**config.mk**
```make
export PLATFORM = sky130hd
export DESIGN_NAME = binary_to_roman_numeral_encoder_unit
export DESIGN_NICKNAME = d
export VERILOG_FILES = /design/src/rtl/rne_pkg.sv /design/src/rtl/rne_front.sv /design/src/rtl/rne_queue.sv /design/src/rtl/rne_back.sv /design/src/rtl/binary_to_roman_numeral_encoder_unit.sv
export SDC_FILE = /design/constraint.sdc
export NUM_CORES = 1
export LEC_CHECK = 0
export BUFFER_PORTS_ARGS = -buffer_cell sky130_fd_sc_hd__buf_2
export CAP_MARGIN = 20
export CORE_MARGIN = 8
export CORE_UTILIZATION = 50
export DETAILED_ROUTE_END_ITERATION = 10
export PLACE_DENSITY = 0.71
export SYNTH_ARGS = -nofsm -noshare
export SYNTH_HDL_FRONTEND = slang
export SYNTH_SLANG_ARGS = --single-unit
```
**constraint.sdc**
```tcl
create_clock -name clock -period 9.65 [get_ports clock]
set_input_delay 2.895 -clock clock [delete_from_list [all_inputs] [get_ports clock]]
set_output_delay 2.895 -clock clock [all_outputs]
set_load 0.05 [all_outputs]
```
**src/rtl/rne_pkg.sv**
```systemverilog
// Shared types, constants and symbol tables for the Roman numeral encoder.
`default_nettype none

package rne_pkg;

   // Field widths and limits.
   localparam int VALUE_W = 12;
   localparam int SYM_W = 3;
   localparam int DIGIT_W = 4;
   localparam int NUM_POS = 4;
   localparam int POS_W = 2;
   localparam int IDX_W = 2;
   localparam int LEN_W = 3;
   localparam int ROLE_W = 2;
   localparam logic [VALUE_W-1:0] VALUE_MAX = 12'd3999;

   // Default depth of the queue between the front and back parts.
   localparam int QUEUE_DEPTH_DEF = 2;

   // Decimal positions.
   localparam logic [POS_W-1:0] POS_UNITS = 2'd0;
   localparam logic [POS_W-1:0] POS_TENS = 2'd1;
   localparam logic [POS_W-1:0] POS_HUNDREDS = 2'd2;
   localparam logic [POS_W-1:0] POS_THOUSANDS = 2'd3;

   // Roles of a symbol inside one digit pattern.
   localparam logic [ROLE_W-1:0] ROLE_ONE = 2'd0;
   localparam logic [ROLE_W-1:0] ROLE_FIVE = 2'd1;
   localparam logic [ROLE_W-1:0] ROLE_TEN = 2'd2;

   // Symbol codes.
   localparam logic [SYM_W-1:0] SYM_I = 3'd0;
   localparam logic [SYM_W-1:0] SYM_V = 3'd1;
   localparam logic [SYM_W-1:0] SYM_X = 3'd2;
   localparam logic [SYM_W-1:0] SYM_L = 3'd3;
   localparam logic [SYM_W-1:0] SYM_C = 3'd4;
   localparam logic [SYM_W-1:0] SYM_D = 3'd5;
   localparam logic [SYM_W-1:0] SYM_M = 3'd6;

   // One classified word: error flag and the four decimal digits, indexed by position.
   typedef struct packed {
      logic err;
      logic [NUM_POS-1:0][DIGIT_W-1:0] digits;
   } rne_entry_type;

   // Number of symbols that a digit produces.
   function automatic logic [LEN_W-1:0] pat_len(input logic [DIGIT_W-1:0] d);
      logic [LEN_W-1:0] n;
      case (d)
         4'd1, 4'd5: n = 3'd1;
         4'd2, 4'd4, 4'd6, 4'd9: n = 3'd2;
         4'd3, 4'd7: n = 3'd3;
         4'd8: n = 3'd4;
         default: n = 3'd0;
      endcase
      return n;
   endfunction

   // Role of symbol i inside the pattern of digit d.
   function automatic logic [ROLE_W-1:0] pat_role(input logic [DIGIT_W-1:0] d,
                                                  input logic [IDX_W-1:0] i);
      logic [ROLE_W-1:0] r;
      r = ROLE_ONE;
      case (d)
         4'd4: r = (i == 2'd0) ? ROLE_ONE : ROLE_FIVE;
         4'd9: r = (i == 2'd0) ? ROLE_ONE : ROLE_TEN;
         4'd5, 4'd6, 4'd7, 4'd8: r = (i == 2'd0) ? ROLE_FIVE : ROLE_ONE;
         default: r = ROLE_ONE;
      endcase
      return r;
   endfunction

   // Symbol for a role at a decimal position; thousands only ever uses M.
   function automatic logic [SYM_W-1:0] pos_sym(input logic [POS_W-1:0] p,
                                                input logic [ROLE_W-1:0] r);
      logic [SYM_W-1:0] s;
      s = SYM_M;
      case (p)
         POS_UNITS: s = (r == ROLE_ONE) ? SYM_I : (r == ROLE_FIVE) ? SYM_V : SYM_X;
         POS_TENS: s = (r == ROLE_ONE) ? SYM_X : (r == ROLE_FIVE) ? SYM_L : SYM_C;
         POS_HUNDREDS: s = (r == ROLE_ONE) ? SYM_C : (r == ROLE_FIVE) ? SYM_D : SYM_M;
         default: s = SYM_M;
      endcase
      return s;
   endfunction

endpackage

`default_nettype wire

```
**src/rtl/rne_front.sv**
```systemverilog
// Front part: accepts input words, flags invalid values and splits them into digits.
`default_nettype none

module rne_front
   import rne_pkg::*;
(
   input  logic               req_valid,
   output logic               req_stall,
   input  logic [VALUE_W-1:0] req_value,
   input  logic               q_full,
   output logic               q_push,
   output rne_entry_type      q_entry
);

   logic [1:0] thou;
   logic [VALUE_W-1:0] rem_thou;
   logic [9:0] rem1;
   logic [DIGIT_W-1:0] hund;
   logic [9:0] rem_hund;
   logic [6:0] rem2;
   logic [DIGIT_W-1:0] tens;
   logic [6:0] rem_tens;
   logic [DIGIT_W-1:0] units;

   // Handshake: a word is taken whenever the queue has room.
   assign req_stall = q_full;
   assign q_push = req_valid && !q_full;

   // Digit split by parallel threshold compares and one subtract for each of thousands, hundreds and tens.
   always_comb begin
      if (req_value >= 12'd3000) begin
         thou = 2'd3;
      end else if (req_value >= 12'd2000) begin
         thou = 2'd2;
      end else if (req_value >= 12'd1000) begin
         thou = 2'd1;
      end else begin
         thou = 2'd0;
      end
      rem_thou = req_value - ({10'd0, thou} * 12'd1000);
      rem1 = rem_thou[9:0];

      hund = 4'd0;
      for (int k = 1; k < 10; k++) begin
         if (rem1 >= 10'(k * 100)) begin
            hund = 4'(k);
         end
      end
      rem_hund = rem1 - ({6'd0, hund} * 10'd100);
      rem2 = rem_hund[6:0];

      tens = 4'd0;
      for (int k = 1; k < 10; k++) begin
         if (rem2 >= 7'(k * 10)) begin
            tens = 4'(k);
         end
      end
      rem_tens = rem2 - ({3'd0, tens} * 7'd10);
      units = rem_tens[3:0];
   end

   // Classified word; digits are meaningless when the error flag is set.
   always_comb begin
      q_entry.err = (req_value == '0) || (req_value > VALUE_MAX);
      q_entry.digits[POS_THOUSANDS] = {2'b00, thou};
      q_entry.digits[POS_HUNDREDS] = hund;
      q_entry.digits[POS_TENS] = tens;
      q_entry.digits[POS_UNITS] = units;
   end

endmodule

`default_nettype wire

```
**src/rtl/rne_queue.sv**
```systemverilog
// Short queue of classified words between the front and back parts.
`default_nettype none

module rne_queue
   import rne_pkg::*;
#(
   parameter int QueueDepth = QUEUE_DEPTH_DEF
) (
   input  logic          clock,
   input  logic          reset,
   input  logic          push,
   input  rne_entry_type push_entry,
   output logic          full,
   input  logic          pop,
   output logic          head_valid,
   output rne_entry_type head_entry
);

   localparam int PtrW = (QueueDepth > 1) ? $clog2(QueueDepth) : 1;
   localparam int CntW = $clog2(QueueDepth + 1);
   localparam logic [PtrW-1:0] PtrLast = PtrW'(QueueDepth - 1);
   localparam logic [CntW-1:0] CntFull = CntW'(QueueDepth);

   rne_entry_type mem_ff [QueueDepth];
   logic [PtrW-1:0] wr_ptr_ff, wr_ptr_in;
   logic [PtrW-1:0] rd_ptr_ff, rd_ptr_in;
   logic [CntW-1:0] count_ff, count_in;

   assign full = (count_ff == CntFull);
   assign head_valid = (count_ff != '0);
   assign head_entry = mem_ff[rd_ptr_ff];

   // Pointer and fill count updates.
   always_comb begin
      wr_ptr_in = wr_ptr_ff;
      rd_ptr_in = rd_ptr_ff;
      count_in = count_ff;
      if (push) begin
         wr_ptr_in = (wr_ptr_ff == PtrLast) ? '0 : wr_ptr_ff + 1'b1;
      end
      if (pop) begin
         rd_ptr_in = (rd_ptr_ff == PtrLast) ? '0 : rd_ptr_ff + 1'b1;
      end
      if (push && !pop) begin
         count_in = count_ff + 1'b1;
      end else if (pop && !push) begin
         count_in = count_ff - 1'b1;
      end
   end

   always_ff @(posedge clock) begin
      if (reset) begin
         wr_ptr_ff <= '0;
         rd_ptr_ff <= '0;
         count_ff <= '0;
      end else begin
         wr_ptr_ff <= wr_ptr_in;
         rd_ptr_ff <= rd_ptr_in;
         count_ff <= count_in;
      end
   end

   // Storage needs no reset.
   always_ff @(posedge clock) begin
      if (push) begin
         mem_ff[wr_ptr_ff] <= push_entry;
      end
   end

endmodule

`default_nettype wire

```
**src/rtl/rne_back.sv**
```systemverilog
// Back part: walks the digits of one word and emits one symbol per cycle while rsp is not stalled.
`default_nettype none

module rne_back
   import rne_pkg::*;
(
   input  logic               clock,
   input  logic               reset,
   input  logic               q_valid,
   input  rne_entry_type      q_entry,
   output logic               q_pop,
   output logic               rsp_valid,
   input  logic               rsp_stall,
   output logic [SYM_W-1:0]   rsp_symbol,
   output logic               rsp_last,
   output logic               rsp_error
);

   logic busy_ff, busy_in;
   logic err_ff, err_in;
   logic [NUM_POS-1:0][DIGIT_W-1:0] digits_ff, digits_in;
   logic [POS_W-1:0] pos_ff, pos_in;
   logic [IDX_W-1:0] idx_ff, idx_in;
   logic rsp_valid_ff, rsp_valid_in;
   logic [SYM_W-1:0] rsp_symbol_ff, rsp_symbol_in;
   logic rsp_last_ff, rsp_last_in;
   logic rsp_error_ff, rsp_error_in;

   logic advance;
   logic [DIGIT_W-1:0] cur_digit;
   logic [LEN_W-1:0] cur_len;
   logic digit_done;
   logic any_below;
   logic [POS_W-1:0] next_pos;
   logic [POS_W-1:0] start_pos;
   logic sym_last;
   logic load;

   assign rsp_valid = rsp_valid_ff;
   assign rsp_symbol = rsp_symbol_ff;
   assign rsp_last = rsp_last_ff;
   assign rsp_error = rsp_error_ff;

   // Step decode for the current digit and position.
   always_comb begin
      advance = busy_ff && (!rsp_valid_ff || !rsp_stall);
      cur_digit = digits_ff[pos_ff];
      cur_len = pat_len(cur_digit);
      digit_done = (({1'b0, idx_ff} + 3'd1) == cur_len);
      case (pos_ff)
         POS_THOUSANDS: begin
            any_below = (digits_ff[POS_HUNDREDS] != '0) || (digits_ff[POS_TENS] != '0)
                        || (digits_ff[POS_UNITS] != '0);
            next_pos = (digits_ff[POS_HUNDREDS] != '0) ? POS_HUNDREDS
                     : (digits_ff[POS_TENS] != '0) ? POS_TENS : POS_UNITS;
         end
         POS_HUNDREDS: begin
            any_below = (digits_ff[POS_TENS] != '0) || (digits_ff[POS_UNITS] != '0);
            next_pos = (digits_ff[POS_TENS] != '0) ? POS_TENS : POS_UNITS;
         end
         POS_TENS: begin
            any_below = (digits_ff[POS_UNITS] != '0);
            next_pos = POS_UNITS;
         end
         default: begin
            any_below = 1'b0;
            next_pos = POS_UNITS;
         end
      endcase
      sym_last = err_ff || (digit_done && !any_below);
      load = q_valid && (!busy_ff || (advance && sym_last));
      start_pos = (q_entry.digits[POS_THOUSANDS] != '0) ? POS_THOUSANDS
                : (q_entry.digits[POS_HUNDREDS] != '0) ? POS_HUNDREDS
                : (q_entry.digits[POS_TENS] != '0) ? POS_TENS : POS_UNITS;
   end

   assign q_pop = load;

   // Sequencer and output register next values.
   always_comb begin
      busy_in = busy_ff;
      err_in = err_ff;
      digits_in = digits_ff;
      pos_in = pos_ff;
      idx_in = idx_ff;
      rsp_valid_in = rsp_valid_ff;
      rsp_symbol_in = rsp_symbol_ff;
      rsp_last_in = rsp_last_ff;
      rsp_error_in = rsp_error_ff;

      if (rsp_valid_ff && !rsp_stall) begin
         rsp_valid_in = 1'b0;
      end

      if (advance) begin
         rsp_valid_in = 1'b1;
         rsp_symbol_in = err_ff ? SYM_I : pos_sym(pos_ff, pat_role(cur_digit, idx_ff));
         rsp_last_in = sym_last;
         rsp_error_in = err_ff;
         if (sym_last) begin
            busy_in = 1'b0;
         end else if (digit_done) begin
            pos_in = next_pos;
            idx_in = '0;
         end else begin
            idx_in = idx_ff + 1'b1;
         end
      end

      if (load) begin
         busy_in = 1'b1;
         err_in = q_entry.err;
         digits_in = q_entry.digits;
         pos_in = start_pos;
         idx_in = '0;
      end
   end

   always_ff @(posedge clock) begin
      if (reset) begin
         busy_ff <= 1'b0;
         rsp_valid_ff <= 1'b0;
      end else begin
         busy_ff <= busy_in;
         rsp_valid_ff <= rsp_valid_in;
      end
   end

   // Payload and walk registers need no reset.
   always_ff @(posedge clock) begin
      err_ff <= err_in;
      digits_ff <= digits_in;
      pos_ff <= pos_in;
      idx_ff <= idx_in;
      rsp_symbol_ff <= rsp_symbol_in;
      rsp_last_ff <= rsp_last_in;
      rsp_error_ff <= rsp_error_in;
   end

endmodule

`default_nettype wire

```
**src/rtl/binary_to_roman_numeral_encoder_unit.sv**
```systemverilog
// Top level of the Roman numeral encoder: front part, queue and back part.
//
//   Channel | Direction | Handshake         | Word
//   req     | in        | req_valid/stall   | value (12 bits)
//   rsp     | out       | rsp_valid/stall   | symbol (3 bits), last, error
//
// A word with n Roman symbols (1 to 15) yields n rsp words from the back part; an
// invalid value (zero or above 3999) yields one error word.
// The one-symbol-per-cycle sequencer in the back part sets the sustained rate while
// rsp is not stalled; the front part classifies a word in the cycle it is taken.
// Reset is synchronous and clears the queue, the sequencer and the output valid.
// A stall on rsp holds the output register; req stalls only when the queue is full.
`default_nettype none

module binary_to_roman_numeral_encoder_unit
   import rne_pkg::*;
#(
   parameter int QueueDepth = QUEUE_DEPTH_DEF
) (
   input  logic               clock,
   input  logic               reset,
   input  logic               req_valid,
   output logic               req_stall,
   input  logic [VALUE_W-1:0] req_value,
   output logic               rsp_valid,
   input  logic               rsp_stall,
   output logic [SYM_W-1:0]   rsp_symbol,
   output logic               rsp_last,
   output logic               rsp_error
);

   logic q_full;
   logic q_push;
   rne_entry_type q_push_entry;
   logic q_pop;
   logic q_head_valid;
   rne_entry_type q_head_entry;

   rne_front u_front (
      .req_valid (req_valid),
      .req_stall (req_stall),
      .req_value (req_value),
      .q_full    (q_full),
      .q_push    (q_push),
      .q_entry   (q_push_entry)
   );

   rne_queue #(
      .QueueDepth (QueueDepth)
   ) u_queue (
      .clock      (clock),
      .reset      (reset),
      .push       (q_push),
      .push_entry (q_push_entry),
      .full       (q_full),
      .pop        (q_pop),
      .head_valid (q_head_valid),
      .head_entry (q_head_entry)
   );

   rne_back u_back (
      .clock      (clock),
      .reset      (reset),
      .q_valid    (q_head_valid),
      .q_entry    (q_head_entry),
      .q_pop      (q_pop),
      .rsp_valid  (rsp_valid),
      .rsp_stall  (rsp_stall),
      .rsp_symbol (rsp_symbol),
      .rsp_last   (rsp_last),
      .rsp_error  (rsp_error)
   );

endmodule

`default_nettype wire
```
==> metrics.md, run 1 <==
| Metric | Value |
|---|---|
| Placed wire-length estimate | 5460 um |
| Yosys warning count | 0 |
| Pwr dens | 384 nW/um^2 |
| Critical path peak fanout | 11 |
| Setup violators final | 0 |
| Capturing point of the worst reg2reg path | u_back.pos_ff[1]$_DFFE_PP_ |
| Clock sinks | 61 |
| Worst EP arrival | 9.26 ns |
| Worst clock skew | 0.00757 ns |
| Setup_tns | 0 ns |
| Share of cells above drive strength 1 | 17.0% |
| Max Buffers Root-to-Sink | 2 |
| Filler Cells Inserted | 640 |
| Via count of the first global-routing pass | 2801 |
| # diodes | 0 |
| DIE WIDTH | 104 um |
| Worst-Margin Slew | 0.703 ns |
| DRT Pass-1 Iters | 5 |
| Core ar. | 7570 um^2 |
| Wire per inst | 14.6 um |
| Minimum clock period | 9.06 ns |
| Iter 0 DRT Violations | 182 |
| Mapped Nets | 405 |
| Worst Path Required | 9.85 ns |
| Clock root cell | clkbuf_8 |
| Full die area | 10700 um^2 |
| R2R depth | 10 |
| Vias per inst | 5.63 |
| Cell variety after synth | 61 |
| Worst path slowest cell | a222oi_1 |
| Area delta synth->final | 10.8% |
| PostCTS Resize Cnt | 0 |
| First-pass GRT wire length | 12700 um |
| Clk slew on worst S/H paths | 0.07 ns |
| Post-synthesis sequential area ratio | 45.3% |
| Hold Crit Depth | 2 |
| Starting Density | 50.8% |
| Pins over their slew limit | 0 |
| Clock latency on the worst-skew pair | 0.33 ns |
| RR Startpoint | u_back.pos_ff[0]$_DFFE_PP_ |
| Flop2flop setup slack | 5.78 ns |
| Critical path class | primary input to flop |
| Total CTS buffers | 9 |
| Post-CTS Setup Bufs | 0 |
| Fmax | 110 MHz |
| Post-detailed-route count of antenna-violating nets | 0 |
| CP most frequent cell | inv_1 |
| Syn Inst Count | 372 |
| Slew margin rel. | 53.2% |
| Hold Buf Count CTS | 0 |
| Cell leakage power | 1.68 nW |
| Startpoint types | primary input |
| RSZ-0062 raised after global routing | no |
| Synth async-reset ratio | 0% |
| Hold path start | u_back.busy_ff$_SDFFE_PP0P_ |
| # DRC | 0 |
| Synth top area cells | edfxtp_1 (41%), mux2_2 (5.0%), dfxtp_1 (4.7%) |
| Number of flops mapped to enable cells by yosys | 52 |
| Syn_area_per_cell | 10.3 um^2 |
| Total global routing overflow | 0 |
| I/O Pins | 23 |
| Netlist Area Pre-Place | 3840 um^2 |
| Synth top area share | 40.6% |
| Final Power | 1.63 mW |
| Initial antenna violation count | 0 |
| Hold violation count in the final report | 0 |
| Pin count of the biggest net entering global routing | 19 |
| CTS tree | yes |
| Routed WL | 7330 um |
| Top FF cell, synth | edfxtp_1 |
| Max cap viols | 0 |
| Worst VDD drop | 0.000323 V |
| H-tree level count | 3 |
| Number of synthesized register bits | 61 |
| Crit share post-route | 93.9% |
| RePlAce Congestion | 0.937 |
| Area leader, netlist | edfxtp_1 |
| Worst Setup End Kind | flop |
| Hold Path Class | flop to flop |
| Largest stage delay, worst path | 0.47 ns |
| Via count | 2821 |
| PortBufs | 22 |
| Die height | 104 um |
| GRT Total Usage | 14.2% |
| Hold Crit Endpoint | u_back.rsp_valid$_SDFFE_PP0P_ |
| FP Rows | 32 |
| Slack of the critical path | 0.585 ns |
| Setup WS pre-CTS | 0.251 ns |
| Nets | 427 |
| Status | finished, final reports clean |
[how the worst max path moves through the flow]
stage | startpoint | end | slack, ns
2_1_floorplan | req_value[5] | u_queue.mem_ff[0][2]$_DFFE_PP_ | 0.95
3_3_place_gp | req_value[5] | u_queue.mem_ff[0][2]$_DFFE_PP_ | 0.51
3_5_place_dp | req_value[8] | u_queue.mem_ff[1][2]$_DFFE_PP_ | 0.25
4_1_cts | req_value[8] | u_queue.mem_ff[0][2]$_DFFE_PP_ | 0.62
5_1_grt | req_value[5] | u_queue.mem_ff[1][2]$_DFFE_PP_ | 0.04
6_report | req_value[8] | u_queue.mem_ff[1][2]$_DFFE_PP_ | 0.59
[cell families (layout without fill, tap and decap cells)]
group                    Yosys count  count (layout)  synth area share [%]
flip-flops                        61              61                  45.3
XOR/XNOR                          18              18                  4.10
AND/OR/NAND/NOR                  108             108                  14.3
AO/OA/AOI/OAI                     94              94                  16.7
buffers and inverters             45              72                  4.52
adder cells (fa/ha/maj)           17              17                  6.12
multiplexers                      29              29                  8.89
[metrics by stage]
stage	std cells	hold slack, ns	utilization (%)	area (um^2)
after floorplan	372	0.446	-	3840
after global placement	485	0.470	53.4	4040
after detailed placement	485	0.476	53.4	4040
after CTS	501	0.493	56.3	4260
after global routing	501	0.522	56.3	4260
final	501	0.489	56.3	4260
[report_power, final]
| group | internal [mW] | total (mW) | switching (mW) | leakage [nW] |
|---|---|---|---|---|
| sequential | 0.482 | 0.547 | 0.0644 | 0.566 |
| combinational | 0.341 | 0.846 | 0.505 | 1.00 |
| clock | 0.145 | 0.242 | 0.0967 | 0.110 |
| total | 0.969 | 1.63 | 0.666 | 1.68 |
[registers in the layout, summed over array words and instances, names as in the netlist, named ones only]
signal,flops
u_queue.rd_ptr_ff,1
u_queue.wr_ptr_ff,1
u_back.err_ff,1
u_back.digits_ff,14
u_back.pos_ff,2
u_back.busy_ff,1
u_back.rsp_valid,1
u_back.rsp_last,1
u_back.rsp_error,1
u_queue.count_ff,2
u_queue.mem_ff,30
u_back.rsp_symbol,3
u_back.idx_ff,2
[per-layer routing]
metal	up-vias	wire length, um	global-route usage [%]
li1	1436	-	-
met1	1315	3360	16.9
met2	52	3560	23.4
met3	18	213	2.54
met4	0	199	8.48
met5	-	0	0
[Yosys cell counts, types with 4 or more instances]
cell	count
edfxtp_1	52
inv_1	32
nor2_1	32
a21oi_1	22
nand2_1	18
o21ai_0	18
mux2_2	17
ha_1	14
nand3_1	14
clkbuf_1	11
xnor2_1	11
a21o_1	9
dfxtp_1	9
mux2i_1	9
nor3_1	7
xor2_1	7
nor4_1	6
a211oi_1	5
a31oi_1	5
and2_1	5
nand2b_1	5
nor2b_1	4
o21a_1	4
o22ai_1	4
or3_1	4
[worst max-delay path, delay by kind of cell]
family | cells | cell delay (ns)
AO/OA/AOI/OAI | 10 | 2.41
XOR/XNOR | 2 | 0.31
adder cells (fa/ha/maj) | 6 | 1.84
buffers and inverters | 5 | 0.43
multiplexers | 1 | 0.26
AND/OR/NAND/NOR | 7 | 1.11
[layout by cell type, fill, tap and decap left out, drive strengths merged, types with 4 or more instances in the layout]
cell type  count
a211oi         5
a21o          10
a21oi         24
a31oi          5
and2           6
and3           4
buf           24
clkbuf        10
clkinv         4
dfxtp          9
edfxtp        52
ha            14
inv           32
mux2          18
mux2i          9
nand2         18
nand2b         5
nand3         14
nor2          32
nor2b          4
nor3           7
nor4           6
o21a           4
o21ai         21
o22ai          4
or3            4
xnor2         11
xor2           7
[layout make-up]
type | instances | area [um^2] | share of cell area [%]
sequential | 61 | 1740 | 40.9
clock inverter | 6 | 87.6 | 2.06
tap | 102 | 128 | 3.00
timing repair buffer | 24 | 125 | 2.94
clock buffer | 10 | 128 | 3.00
multi-input combinational | 266 | 1930 | 45.3
inverter | 32 | 120 | 2.82
Note: power is estimated with default switching activity, not from simulation.
==> run 2: changes to the inputs <==
--- a/config.mk
+++ b/config.mk
@@ -5,6 +5,7 @@
 export SDC_FILE = /design/constraint.sdc
 export NUM_CORES = 1
 export LEC_CHECK = 0
+export ABC_AREA = 1
 export BUFFER_PORTS_ARGS = -buffer_cell sky130_fd_sc_hd__buf_2
 export CAP_MARGIN = 20
 export CORE_MARGIN = 8
==> metrics.md, run 2 <==
| Metric | Value |
|---|---|
| Largest Register | u_queue.mem_ff |
| Setup_tns | 0 ns (unchanged) |
| Worst Path Required | 9.72 ns (-0.13 ns) |
| Synth async-reset ratio | 0% (unchanged) |
| Clock root cell | clkbuf_8 |
| DRT Pass-1 Iters | 4 (-1) |
| Most common cell after layout, fill and taps aside | nand2_1 |
| Clk slew on worst S/H paths | 0.06 ns (about the same) |
| GRT Total Usage | 13.7% (-0.52 points) |
| RePlAce Congestion | 0.881 (-6.0%) |
| Core ar. | 7610 um^2 (+0.53%) |
| Status | finished, final reports clean |
| FP Rows | 32 (unchanged) |
| Total CTS buffers | 9 (unchanged) |
| Via count of the first global-routing pass | 2892 (+3.2%) |
| Largest stage delay, worst path | 0.43 ns (-0.04 ns) |
| Syn Inst Count | 421 (+13%) |
| # diodes | 0 (unchanged) |
| Hold WS | 0.503 ns (+0.0146 ns) |
| Mapped Nets | 454 (+12%) |
| DIE WIDTH | 104 um (about the same) |
| Capturing point of the worst reg2reg path | u_queue.count_ff[1]$_SDFFE_PP0P_ |
| Flop2flop setup slack | 5.97 ns (+0.19 ns) |
| Wire per inst | 12.2 um (-17%) |
| Crit share post-route | 86.0% (-8.0 points) |
| Setup WS pre-CTS | 1.04 ns (+0.792 ns) |
| Die height | 104 um (about the same) |
| Clock sinks | 61 (unchanged) |
| Full die area | 10800 um^2 (+0.15%) |
| Synth top area share | 40.6% (-0.066 points) |
| Starting Density | 50.6% (-0.19 points) |
| CP most frequent cell | nand2_1 |
| Yosys warning count | 0 (unchanged) |
| Startpoint types | primary input |
| Number of synthesized register bits | 61 (unchanged) |
| Pwr dens | 359 nW/um^2 (-6.5%) |
| Routed WL | 6820 um (-7.0%) |
| Area after DPL | 4090 um^2 (+1.2%) |
| Cell variety after synth | 50 (-18%) |
| Nets | 487 (+14%) |
| Cell with the most instances after synthesis | nand2_1 |
| Post-CTS Setup Bufs | 0 (unchanged) |
| Worst Setup End Kind | flop |
| Hold path start | u_back.rsp_valid$_SDFFE_PP0P_ |
| CTS tree | yes |
| Hold Crit Depth | 2 (unchanged) |
| Max FFs per register | 30 (unchanged) |
| # DRC | 0 (unchanged) |
| Worst-Margin Slew | 0.658 ns (-0.0446 ns) |
| Most frequent cells after synthesis | nand2_1 (74), inv_1 (64), edfxtp_1 (52), nor2_1 (37), nand3_1 (21) |
| Hold Buf Count CTS | 0 (unchanged) |
| Number of flops mapped to enable cells by yosys | 52 (unchanged) |
| Area of the multi-input gates | 1830 um^2 (-5.3%) |
| RR Startpoint | u_back.pos_ff[0]$_DFFE_PP_ |
| PostCTS Resize Cnt | 0 (unchanged) |
| Iter 0 DRT Violations | 169 (-7.1%) |
| Hold Path Class | flop to flop |
| Clock latency on the worst-skew pair | 0.33 ns (about the same) |
| Share of cells above drive strength 1 | 22.4% (+5.4 points) |
| Minimum clock period | 8.29 ns (-0.770 ns) |
| Hold Crit Endpoint | u_back.rsp_valid$_SDFFE_PP0P_ |
| Top FF cell, synth | edfxtp_1 |
| Commonest non-fill, non-tap cells in the layout | nand2_1 (74), inv_1 (64), edfxtp_1 (52) |
| Filler Cells Inserted | 691 (+8.0%) |
| Synth top area cells | edfxtp_1 (41%), nand2_1 (7.2%), inv_1 (6.2%) |
| Initial antenna violation count | 0 (unchanged) |
| Total global routing overflow | 0 (unchanged) |
| Vias per inst | 5.08 (-9.8%) |
| Cell leakage power | 1.89 nW (+13%) |
| Slack of the critical path | 1.36 ns (+0.770 ns) |
| Netlist Area Pre-Place | 3850 um^2 (+0.16%) |
| Placed wire-length estimate | 5340 um (-2.2%) |
| I/O Pins | 23 (unchanged) |
| Worst EP arrival | 8.37 ns (-0.89 ns) |
| First-pass GRT wire length | 12400 um (-2.1%) |
| Critical path class | primary input to flop |
| Setup violators final | 0 (unchanged) |
| Post-detailed-route count of antenna-violating nets | 0 (unchanged) |
| Reg area | 1740 um^2 (unchanged) |
| Slew margin rel. | 56.1% (+3.0 points) |
| Worst clock skew | 0.00951 ns (+0.00194 ns) |
| Via count | 2849 (+0.99%) |
| Hold violation count in the final report | 0 (unchanged) |
| Syn_area_per_cell | 9.14 um^2 (-11%) |
| Area leader, netlist | edfxtp_1 |
| Max cap viols | 0 (unchanged) |
| PortBufs | 22 (unchanged) |
| Critical path peak fanout | 6 (-5) |
| Fmax | 121 MHz (+9.3%) |
| Worst path slowest cell | fa_1 |
| Max Buffers Root-to-Sink | 2 (unchanged) |
| Final Power | 1.53 mW (-6.1%) |
| R2R depth | 18 (+8) |
| Worst VDD drop | 0.000216 V (-33%) |
| RSZ-0062 raised after global routing | no |
| Area delta synth->final | 11.0% |
| Pin count of the biggest net entering global routing | 24 (+5) |
| Area of all placed cells without fillers | 4280 um^2 (+0.41%) |
| Pins over their slew limit | 0 (unchanged) |
| Post-synthesis sequential area ratio | 45.2% (-0.074 points) |
| H-tree level count | 3 (unchanged) |
## run 2: changes by cell type after synthesis, sizes merged, moves of 5 or more
| cell | before | now |
|---|---|---|
| nand2 | 18 | 98 |
| inv | 32 | 71 |
| nand3 | 14 | 27 |
| a21o | 10 | 0 |
| clkbuf | 12 | 2 |
| mux2i | 9 | 0 |
| o21ai | 21 | 13 |
| xnor2 | 11 | 3 |
| nor2 | 32 | 38 |
| and2 | 6 | 1 |
| nand2b | 5 | 0 |
## run 2: power by group
part           internal (mW)  switching [mW]
registers              0.467          0.0505
clock network         0.0993          0.0920
logic                  0.293           0.532
## run 2: per-layer routing
metal | wire length [um] | track usage [%]
met1 | 3110 | 15.7
met2 | 3460 | 23.6
met3 | 170 | 3.59
met4 | 73 | 5.58
met5 | 0 | 0
## run 2: cell type report
cell class,instances,area share (%)
inverter,71,6.29
multi-input combinational,286,42.7
tap,102,2.99
timing repair buffer,25,3.28
clock inverter,4,0.585
sequential,61,40.7
clock buffer,12,3.39
## run 2: worst max-delay path, delay by kind of cell
family	cells	cell delay, ns
simple gates	34	2.84
fa+ha+maj	6	1.67
buf+inv	7	0.46
xor+xnor	2	0.39
compound gates	1	0.11
## run 2: cells by family after synthesis
kind of cell | Yosys count | synth area share (%)
and+or+nand+nor | 187 | 24.1
DFF | 61 | 45.2
AOI/OAI and AO/OA | 59 | 11.0
muxes | 15 | 4.39
buffers and inverters | 74 | 7.31
xor gates and xnor gates | 8 | 1.82
adders and majority gates | 17 | 6.11
## run 2: worst max path at each step
stage                            start                              to  cells past startpoint
after floorplan           req_value[8]  u_queue.mem_ff[0][3]$_DFFE_PP_                     47
after global placement    req_value[7]  u_queue.mem_ff[0][3]$_DFFE_PP_                     50
after detailed placement  req_value[9]  u_queue.mem_ff[1][3]$_DFFE_PP_                     50
after CTS                 req_value[9]  u_queue.mem_ff[0][3]$_DFFE_PP_                     50
after global routing      req_value[7]  u_queue.mem_ff[0][3]$_DFFE_PP_                     50
final                     req_value[7]  u_queue.mem_ff[0][3]$_DFFE_PP_                     50
## run 2: per-stage QoR
step / std cells / utilization, %
2_1_floorplan: 421 / -
3_3_place_gp: 544 / 53.8
3_5_place_dp: 544 / 53.8
4_1_cts: 560 / 56.0
5_1_grt: 561 / 56.2
6_report: 561 / 56.2
